<file path="src/tcg_pkg.sv">
// Shared types, codes and constant tables of the two-channel tone generator.
package tcg_pkg;

	typedef enum logic [1:0] {
		OP_WRITE  = 2'd0,
		OP_READ   = 2'd1,
		OP_FRAME  = 2'd2,
		OP_SAMPLE = 2'd3
	} op_t;

	typedef enum logic [1:0] {
		SEL_MODE0 = 2'd0,
		SEL_MODE1 = 2'd1,
		SEL_NOTE0 = 2'd2,
		SEL_NOTE1 = 2'd3
	} sel_t;

	typedef struct packed {
		logic [1:0] operation;
		logic [1:0] reg_select;
		logic [7:0] write_data;
	} in_t;

	typedef struct packed {
		logic [7:0]         read_data;
		logic signed [15:0] sample;
		logic               sound_on;
	} out_t;

	// Work handed from the front part to the back part; turn is a 16-bit turn fraction.
	typedef struct packed {
		logic [7:0]       read_data;
		logic [1:0]       on;
		logic [1:0][15:0] turn;
	} job_t;

	localparam int unsigned SAMPLE_RATE = 48000;
	localparam int unsigned NOTE_COUNT  = 42;
	localparam int unsigned ROM_NOTES   = 42;
	localparam int unsigned NOTE_LAST   =
		((NOTE_COUNT < ROM_NOTES) ? NOTE_COUNT : ROM_NOTES) - 1;
	localparam int unsigned NOTE_IDX_W  = $clog2(ROM_NOTES);
	localparam longint unsigned INC_DEN = 64'd1000 * SAMPLE_RATE;

	localparam logic [20:0] NOTE_MHZ [ROM_NOTES] = '{
		21'd32703,   21'd36708,   21'd41203,   21'd43654,   21'd48999,   21'd55000,
		21'd61735,   21'd65406,   21'd73416,   21'd82407,   21'd87307,   21'd97999,
		21'd110000,  21'd123471,  21'd130813,  21'd146832,  21'd164814,  21'd174614,
		21'd195998,  21'd220000,  21'd246942,  21'd261626,  21'd293665,  21'd329628,
		21'd349228,  21'd391995,  21'd440000,  21'd493883,  21'd523251,  21'd587330,
		21'd659255,  21'd698456,  21'd783991,  21'd880000,  21'd987767,  21'd1046502,
		21'd1174659, 21'd1318510, 21'd1396913, 21'd1567982, 21'd1760000, 21'd1975533
	};

	// Phase step per sample of a note, rounded half up; called with constants only.
	function automatic longint unsigned inc_of(input int unsigned idx,
			input int unsigned phase_bits);
		longint unsigned num;
		num = longint'(NOTE_MHZ[idx]) << phase_bits;
		return (num + INC_DEN / 2) / INC_DEN;
	endfunction

	// Polynomial sine constants, all in fixed point of a quarter turn.
	localparam logic [15:0] SIN_C0  = 16'd42047;
	localparam logic [12:0] SIN_C1  = 13'd4640;
	localparam logic [16:0] SIN_C2  = 17'd102944;
	localparam logic [14:0] QUARTER = 15'd16384;

endpackage

</file>
<file path="src/tcg_fifo.sv">
// Small register-based first-in first-out queue.
module tcg_fifo #(
	parameter int unsigned WIDTH = 8,
	parameter int unsigned DEPTH = 4
) (
	input  logic             clk,
	input  logic             arst_n,
	input  logic             push,
	input  logic [WIDTH-1:0] din,
	output logic             full,
	input  logic             pop,
	output logic [WIDTH-1:0] dout,
	output logic             empty
);
	localparam int unsigned PW = (DEPTH > 1) ? $clog2(DEPTH) : 1;
	localparam int unsigned CW = $clog2(DEPTH + 1);

	logic [WIDTH-1:0] mem_q [DEPTH];
	logic [PW-1:0]    wr_ptr_q, rd_ptr_q;
	logic [CW-1:0]    count_q;
	logic             do_push, do_pop;

	assign full    = (count_q == CW'(DEPTH));
	assign empty   = (count_q == '0);
	assign do_push = push && !full;
	assign do_pop  = pop && !empty;
	assign dout    = mem_q[rd_ptr_q];

	always_ff @(posedge clk) begin
		if (do_push) begin
			mem_q[wr_ptr_q] <= din;
		end
	end

	always_ff @(posedge clk or negedge arst_n) begin
		if (!arst_n) begin
			wr_ptr_q <= '0;
			rd_ptr_q <= '0;
			count_q  <= '0;
		end else begin
			if (do_push) begin
				wr_ptr_q <= (wr_ptr_q == PW'(DEPTH - 1)) ? '0 : wr_ptr_q + 1'b1;
			end
			if (do_pop) begin
				rd_ptr_q <= (rd_ptr_q == PW'(DEPTH - 1)) ? '0 : rd_ptr_q + 1'b1;
			end
			count_q <= count_q + CW'(do_push) - CW'(do_pop);
		end
	end

endmodule

</file>
<file path="src/tcg_front.sv">
// Front part: register file, mode latch, frame countdown and phase accumulators.
module tcg_front #(
	parameter int unsigned PHASE_BITS     = 24,
	parameter int unsigned SINE_ADDR_BITS = 10
) (
	input  logic         clk,
	input  logic         arst_n,
	input  logic         item_valid,
	input  tcg_pkg::in_t req,
	output logic         job_push,
	output tcg_pkg::job_t job
);
	import tcg_pkg::*;

	logic [PHASE_BITS-1:0] inc_rom [ROM_NOTES];

	for (genvar i = 0; i < ROM_NOTES; i++) begin : g_inc
		assign inc_rom[i] = PHASE_BITS'(inc_of(i, PHASE_BITS));
	end

	logic [7:0]            reg_mode_q [2];
	logic [7:0]            reg_note_q [2];
	logic [7:0]            act_mode_q [2];
	logic [7:0]            act_note_q [2];
	logic [PHASE_BITS-1:0] phase_q    [2];

	logic [7:0]            lat_note   [2];
	logic [PHASE_BITS-1:0] lat_phase  [2];
	logic [PHASE_BITS-1:0] next_phase [2];
	logic [NOTE_IDX_W-1:0] note_idx   [2];
	logic [1:0]            on;
	logic [7:0]            rd_byte;

	// The latch check runs ahead of every item: after it the active mode equals the register.
	always_comb begin
		for (int c = 0; c < 2; c++) begin
			if (reg_mode_q[c] != act_mode_q[c]) begin
				lat_note[c]  = reg_note_q[c];
				lat_phase[c] = '0;
			end else begin
				lat_note[c]  = act_note_q[c];
				lat_phase[c] = phase_q[c];
			end
			on[c] = (reg_mode_q[c] != 8'd0);
			note_idx[c] = (lat_note[c] > 8'(NOTE_LAST)) ? NOTE_IDX_W'(NOTE_LAST)
				: lat_note[c][NOTE_IDX_W-1:0];
			next_phase[c] = lat_phase[c] + inc_rom[note_idx[c]];
		end
	end

	always_comb begin
		case (req.reg_select)
			SEL_MODE0: rd_byte = reg_mode_q[0];
			SEL_MODE1: rd_byte = reg_mode_q[1];
			SEL_NOTE0: rd_byte = reg_note_q[0];
			SEL_NOTE1: rd_byte = reg_note_q[1];
			default:   rd_byte = '0;
		endcase
	end

	always_comb begin
		job_push      = item_valid && (req.operation == OP_READ || req.operation == OP_SAMPLE);
		job.read_data = (req.operation == OP_READ) ? rd_byte : 8'd0;
		job.on        = (req.operation == OP_READ) ? 2'b00 : on;
		for (int c = 0; c < 2; c++) begin
			job.turn[c] = 16'(next_phase[c][PHASE_BITS-1 -: SINE_ADDR_BITS])
				<< (16 - SINE_ADDR_BITS);
		end
	end

	always_ff @(posedge clk or negedge arst_n) begin
		if (!arst_n) begin
			for (int c = 0; c < 2; c++) begin
				reg_mode_q[c] <= '0;
				reg_note_q[c] <= '0;
				act_mode_q[c] <= '0;
				act_note_q[c] <= '0;
				phase_q[c]    <= '0;
			end
		end else if (item_valid) begin
			for (int c = 0; c < 2; c++) begin
				act_mode_q[c] <= (req.operation == OP_FRAME && on[c])
					? reg_mode_q[c] - 8'd1 : reg_mode_q[c];
				act_note_q[c] <= lat_note[c];
				phase_q[c]    <= (req.operation == OP_SAMPLE && on[c])
					? next_phase[c] : lat_phase[c];
			end
			case (req.operation)
				OP_WRITE: begin
					case (req.reg_select)
						SEL_MODE0: reg_mode_q[0] <= req.write_data;
						SEL_MODE1: reg_mode_q[1] <= req.write_data;
						SEL_NOTE0: reg_note_q[0] <= req.write_data;
						SEL_NOTE1: reg_note_q[1] <= req.write_data;
						default:   reg_note_q[1] <= reg_note_q[1];
					endcase
				end
				OP_FRAME: begin
					for (int c = 0; c < 2; c++) begin
						if (on[c]) begin
							reg_mode_q[c] <= reg_mode_q[c] - 8'd1;
						end
					end
				end
				default: begin
				end
			endcase
		end
	end

endmodule

</file>
<file path="src/tcg_back.sv">
// Back part: pipelined polynomial sine for both channels, mixing and result credit.
module tcg_back #(
	parameter int unsigned OUT_DEPTH = 8
) (
	input  logic          clk,
	input  logic          arst_n,
	input  logic          job_valid,
	input  tcg_pkg::job_t job,
	output logic          job_pop,
	output logic          rsp_push,
	output tcg_pkg::out_t rsp,
	input  logic          rsp_pop
);
	import tcg_pkg::*;

	localparam int unsigned CW = $clog2(OUT_DEPTH + 1);

	logic [CW-1:0] owed_q;
	logic          v_s1, v_s2, v_s3, v_s4, v_s5;

	logic [7:0] rd_s1, rd_s2, rd_s3, rd_s4, rd_s5;
	logic [1:0] on_s1, on_s2, on_s3, on_s4, on_s5;

	logic [1:0]         neg_s1 [2], neg_s2 [2], neg_s3 [2], neg_s4 [2];
	logic [14:0]        z_s1   [2], z_s2   [2], z_s3   [2], z_s4   [2];
	logic [14:0]        z2_s2  [2], z2_s3  [2];
	logic [15:0]        p_s3   [2];
	logic [16:0]        m_s4   [2];
	logic signed [16:0] s_s5   [2];

	logic [14:0]        z_in   [2];
	logic [13:0]        r_in   [2];
	logic [29:0]        zz     [2];
	logic [27:0]        cz     [2];
	logic [30:0]        pz     [2];
	logic [31:0]        zm     [2];
	logic [16:0]        mag    [2];
	logic signed [17:0] sum;
	logic signed [17:0] mix;

	// Results in the pipeline plus those in the output queue never exceed its depth.
	assign job_pop = job_valid && (owed_q < CW'(OUT_DEPTH));

	always_comb begin
		for (int c = 0; c < 2; c++) begin
			r_in[c] = job.turn[c][13:0];
			z_in[c] = job.turn[c][14] ? QUARTER - 15'(r_in[c]) : 15'(r_in[c]);
			zz[c]   = z_s1[c] * z_s1[c];
			cz[c]   = SIN_C1 * z2_s2[c];
			pz[c]   = p_s3[c] * z2_s3[c];
			zm[c]   = z_s4[c] * m_s4[c];
			mag[c]  = zm[c][31:15];
		end
	end

	always_ff @(posedge clk or negedge arst_n) begin
		if (!arst_n) begin
			owed_q <= '0;
			v_s1   <= 1'b0;
			v_s2   <= 1'b0;
			v_s3   <= 1'b0;
			v_s4   <= 1'b0;
			v_s5   <= 1'b0;
		end else begin
			owed_q <= owed_q + CW'(job_pop) - CW'(rsp_pop);
			v_s1   <= job_pop;
			v_s2   <= v_s1;
			v_s3   <= v_s2;
			v_s4   <= v_s3;
			v_s5   <= v_s4;
		end
	end

	always_ff @(posedge clk) begin
		rd_s1 <= job.read_data;
		on_s1 <= job.on;
		rd_s2 <= rd_s1;
		on_s2 <= on_s1;
		rd_s3 <= rd_s2;
		on_s3 <= on_s2;
		rd_s4 <= rd_s3;
		on_s4 <= on_s3;
		rd_s5 <= rd_s4;
		on_s5 <= on_s4;
		for (int c = 0; c < 2; c++) begin
			neg_s1[c] <= job.turn[c][15:14];
			z_s1[c]   <= z_in[c];
			neg_s2[c] <= neg_s1[c];
			z_s2[c]   <= z_s1[c];
			z2_s2[c]  <= zz[c][28:14];
			neg_s3[c] <= neg_s2[c];
			z_s3[c]   <= z_s2[c];
			z2_s3[c]  <= z2_s2[c];
			p_s3[c]   <= SIN_C0 - 16'(cz[c][27:14]);
			neg_s4[c] <= neg_s3[c];
			z_s4[c]   <= z_s3[c];
			m_s4[c]   <= SIN_C2 - pz[c][30:14];
			// The lower half turn is positive, the upper half negative.
			s_s5[c]   <= neg_s4[c][1] ? -$signed(mag[c]) : $signed(mag[c]);
		end
	end

	always_comb begin
		sum = 18'(s_s5[0]) + 18'(s_s5[1]);
		case (on_s5)
			2'b11:   mix = sum >>> 1;
			2'b01:   mix = 18'(s_s5[0]);
			2'b10:   mix = 18'(s_s5[1]);
			default: mix = '0;
		endcase
		rsp_push      = v_s5;
		rsp.read_data = rd_s5;
		rsp.sample    = (mix > 18'sd32767) ? 16'sh7FFF : mix[15:0];
		rsp.sound_on  = (on_s5 != 2'b00);
	end

endmodule

</file>
<file path="src/two_channel_tone_generator_unit.sv">
// Two-channel sine tone generator: front part, work queue, back part and result queue.
// A read or sample-tick result passes through the work queue, the back-part sine pipeline and the result queue.
// One item per cycle while the work queue is not full; the front updates registers and phases as each item is taken.
// Writes and frame ticks give no result and take effect before the next item.
// Reset clears all registers, phases and both queues at once; no clearing pass follows.
module two_channel_tone_generator_unit #(
	parameter int unsigned PHASE_BITS     = 24,
	parameter int unsigned SINE_ADDR_BITS = 10
) (
	input  logic          clk,
	input  logic          arst_n,
	input  logic          push,
	output logic          full,
	input  tcg_pkg::in_t  req,
	output logic          empty,
	input  logic          pop,
	output tcg_pkg::out_t rsp
);
	import tcg_pkg::*;

	localparam int unsigned JOB_DEPTH = 4;
	localparam int unsigned OUT_DEPTH = 8;

	logic  accept;
	logic  job_push, job_full, job_empty, job_pop;
	job_t  job_in, job_out;
	logic  rsp_push, rsp_full, rsp_take;
	out_t  rsp_in;

	assign full     = job_full;
	assign accept   = push && !job_full;
	assign rsp_take = pop && !empty;

	tcg_front #(
		.PHASE_BITS     (PHASE_BITS),
		.SINE_ADDR_BITS (SINE_ADDR_BITS)
	) u_front (
		.clk        (clk),
		.arst_n     (arst_n),
		.item_valid (accept),
		.req        (req),
		.job_push   (job_push),
		.job        (job_in)
	);

	tcg_fifo #(
		.WIDTH ($bits(job_t)),
		.DEPTH (JOB_DEPTH)
	) u_job_q (
		.clk    (clk),
		.arst_n (arst_n),
		.push   (job_push),
		.din    (job_in),
		.full   (job_full),
		.pop    (job_pop),
		.dout   (job_out),
		.empty  (job_empty)
	);

	tcg_back #(
		.OUT_DEPTH (OUT_DEPTH)
	) u_back (
		.clk       (clk),
		.arst_n    (arst_n),
		.job_valid (!job_empty),
		.job       (job_out),
		.job_pop   (job_pop),
		.rsp_push  (rsp_push),
		.rsp       (rsp_in),
		.rsp_pop   (rsp_take)
	);

	// The back part holds credit for every slot, so rsp_full never blocks a transfer.
	tcg_fifo #(
		.WIDTH ($bits(out_t)),
		.DEPTH (OUT_DEPTH)
	) u_rsp_q (
		.clk    (clk),
		.arst_n (arst_n),
		.push   (rsp_push && !rsp_full),
		.din    (rsp_in),
		.full   (rsp_full),
		.pop    (pop),
		.dout   (rsp),
		.empty  (empty)
	);

endmodule

</file>
<file path="config.mk">
export PLATFORM = sky130hd
export DESIGN_NAME = two_channel_tone_generator_unit
export DESIGN_NICKNAME = d
export VERILOG_FILES = /design/src/tcg_pkg.sv /design/src/tcg_fifo.sv /design/src/tcg_front.sv /design/src/tcg_back.sv /design/src/two_channel_tone_generator_unit.sv
export SDC_FILE = /design/constraint.sdc
export NUM_CORES = 2
export LEC_CHECK = 0
export BUFFER_PORTS_ARGS = -buffer_cell sky130_fd_sc_hd__buf_4
export CAP_MARGIN = 20
export CORE_ASPECT_RATIO = 0.5
export CORE_MARGIN = 4
export CORE_UTILIZATION = 69
export DETAILED_ROUTE_END_ITERATION = 6
export GPL_ROUTABILITY_DRIVEN = 0
export PLACE_DENSITY = 0.86
export SLEW_MARGIN = 10
export SYNTH_ARGS = -nofsm -noshare
export SYNTH_HDL_FRONTEND = slang
export SYNTH_SLANG_ARGS = --single-unit
</file>
<file path="constraint.sdc">
create_clock -name clk -period 21.3 [get_ports clk]
set_clock_uncertainty 0.2 [all_clocks]
set_input_delay 6.39 -clock clk [delete_from_list [all_inputs] [get_ports clk]]
set_output_delay 6.39 -clock clk [all_outputs]
set_load 0.05 [all_outputs]
</file>
==> results.cfg <==
[placed_design]
numPortBuffers = 42
hpwlAfterDp_um = 109000
dp_cells = 7300
place_worst_setup_slack_ns = 12.43
dpl-instance-area_mm2 = 0.0654

[timing]
hold_viol = 0
maxSlewViolCount = 0
finalWorstSetupSlack_ns = 12.04
worst_pin_slew_ns = 0.983
grt_setup_unrepaired = false
maxSlewHeadroom = 0.344
min_period_ns = 9.26
fin_crit_sh = 0.435
setup_viol = 0
setup_tns_ns = 0
max_freq_ghz = 0.108

[cells_and_area]
drive_gt1_frac = 0.0639
fin_cells = 7426
final_area_mm2 = 0.0678
syn_to_final_growth_pct = 5.69
finalNetCount = 7454

[cts]
cts.root.buffer_cell = clkbuf_16
cts_setup_buffers = 0
htreeDepth = 3
ctsResizeCount = 0
cts_tree = yes
ctsHoldBuffers = 0
cts_sinks = 748
clk_path_buf_depth = 3
clk_pin_slew_worst_paths_ns = 0.07
clk-insertion-delay-late_ns = 0.68
numCtsBuffers = 66

[worst_setup_path]
worstPathRequired_ns = 14.71
cp-start-kind = flip-flop
r2r-start = u_front.reg_mode_q[2]
r2r_setup_slack_ns = 12.85
crit_arrival_ns = 2.67
endpoint_kind = primary output
critPathMaxFanout = 42
rr_worst_depth = 28
crit_type = flip-flop to primary output
r2r_end = u_job_q.mem_q[1][19]

[global_route]
grt_pass1_vias = 48068
antenna_found_initial = 6
grt-ovfl-total = 0
grt_pass1_wl_um = 248000
grt_max_degree = 93
track_usage = 0.313

[die]
die_h_um = 224
die_w_um = 439
initial_core_util = 0.702
design.core.area_mm2 = 0.0914
ioPinCount = 43
rows = 78
dieArea_mm2 = 0.0983

[min_path]
worstHoldStart = u_back.rd_s2[0]
hp-class = flip-flop to flip-flop
whs_path_depth = 0
worstHoldEndpoint = u_back.rd_s3[0]

[drt]
drt_iter0_markers = 4205
via_per_inst = 6.16
avgRoutedWirePerCell_um = 20.4
num_vias = 45781
drt-total-wl_um = 151000
drc = 5
first_pass_iters = 7
ant_nets = 0

[synthesis]
ys.flop_type = edfxtp_1
synth_top_area_frac = 0.205
yosys_warnings = 0
syn-num-nets = 7551
synthesis.area_mm2 = 0.0642
synth_edf_count = 320
synth_seq_area_share = 0.294
syn-instance-count = 6228
synth_area_leaders = fa_1, edfxtp_1, ha_1
ys_types = 93
netlist.top_cell.by_area = fa_1
synth-seq-cells = 748
synth_area_per_cell_um2 = 10.3
async_flop_share = 0.184

[outcome]
failed_checks = DRC
status = finished, violations left

[run]
cap_violations = 0
metrics by stage:
step | util | hold WS [ns]
floorplan | - | 0.110
finish | 0.742 | 0.120
detailed placement | 0.716 | 0.112
global placement | 0.716 | 0.113
global route | 0.742 | 0.125
CTS | 0.741 | 0.124
state kept, by name (all words and copies together) (netlist names), 30 cells and up:
signal / count
u_back.p_s3: 32
u_back.m_s4: 34
u_front.phase_q: 48
u_job_q.mem_q: 120
u_back.z2_s2: 30
u_rsp_q.mem_q: 200
u_back.s_s5: 34
u_back.z2_s3: 30
worst max-delay path by stage:
| stage | startpoint | endpoint | slack (ns) | depth (start not counted) |
|---|---|---|---|---|
| after floorplan | u_rsp_q.rd_ptr_q[0] | rsp[0] | 12.62 | 4 |
| after global placement | u_rsp_q.rd_ptr_q[0] | rsp[23] | 12.53 | 3 |
| after detailed placement | u_rsp_q.rd_ptr_q[0] | rsp[23] | 12.43 | 3 |
| final | u_rsp_q.rd_ptr_q[0] | rsp[11] | 12.04 | 4 |
| after global routing | u_rsp_q.rd_ptr_q[0] | rsp[24] | 11.92 | 4 |
| after CTS | u_rsp_q.rd_ptr_q[0] | rsp[23] | 11.70 | 3 |
layout make-up:
type                    count  area [um^2]
fillers                  5677        23600
clock inverters            34          493
diodes                      4         10.0
flip-flops and latches    748        18900
inverters                 942         3540
repair buffers             75          599
well taps                1240         1550
multi-input cells        4298        40900
clock buffers              85         1840
layout by cell type (no fill, tap or decap), drive strengths merged, types with 96 or more instances in the layout:
cell,netlist,routed
inv,942,948
fa,656,656
ha,651,651
nand2,607,607
and2,523,523
edfxtp,320,320
dfxtp,290,290
nor2,222,222
a21oi,206,206
xnor2,205,205
o21ai,164,164
dfrtp,138,138
xor2,96,96
Yosys cell counts, types with 11 or more instances:
cell type / number
o21bai_1: 32
dfrtp_1: 138
nand4_1: 16
and2_1: 523
o22ai_1: 11
a21oi_1: 203
and3_1: 28
a22o_1: 42
a31oi_1: 44
mux4_2: 88
a221o_1: 17
xnor2_1: 204
buf_1: 26
mux2_2: 78
ha_1: 651
nor2b_1: 47
o221ai_1: 11
edfxtp_1: 320
clkbuf_1: 205
nor2_1: 221
nor3_1: 79
a21o_1: 41
mux2i_1: 20
o211ai_1: 30
nand2_1: 606
nand2b_1: 36
dfxtp_1: 290
a211o_1: 11
or3_1: 33
nand3_1: 52
inv_1: 941
o21a_1: 30
fa_1: 656
a211oi_1: 24
xor2_1: 96
o31ai_1: 25
o21ai_0: 160
nor4_1: 16
kinds of logic (layout without fill, tap and decap cells):
family,after synthesis,count (layout),synth area share
xor+xnor,301,301,0.0412
fa+ha+maj,1307,1307,0.332
simple gates,1716,1716,0.134
buf+inv,1182,1136,0.0694
other cells,0,4,0
flops,748,748,0.294
mux,186,186,0.0477
compound gates,788,788,0.0818
layer usage:
layer,global-route usage,part of all wire,wire [um],up-vias
met1,0.395,0.38,57300,22542
met5,0,0.0020,308,-
met3,0.0684,0.089,13500,542
met2,0.536,0.49,74100,2338
met4,0.115,0.039,5910,6
li1,-,-,-,20353
critical path: stages (launching register included):
cell and delay (ns):
dfrtp_4 0.59, buf_16 0.32, mux4_2 0.57, mux2_2 0.31
buf_4 0.20
Power is left out: the tool's default activity adds up to more than one toggle a clock period on the data nets, which glitch-free logic cannot reach.
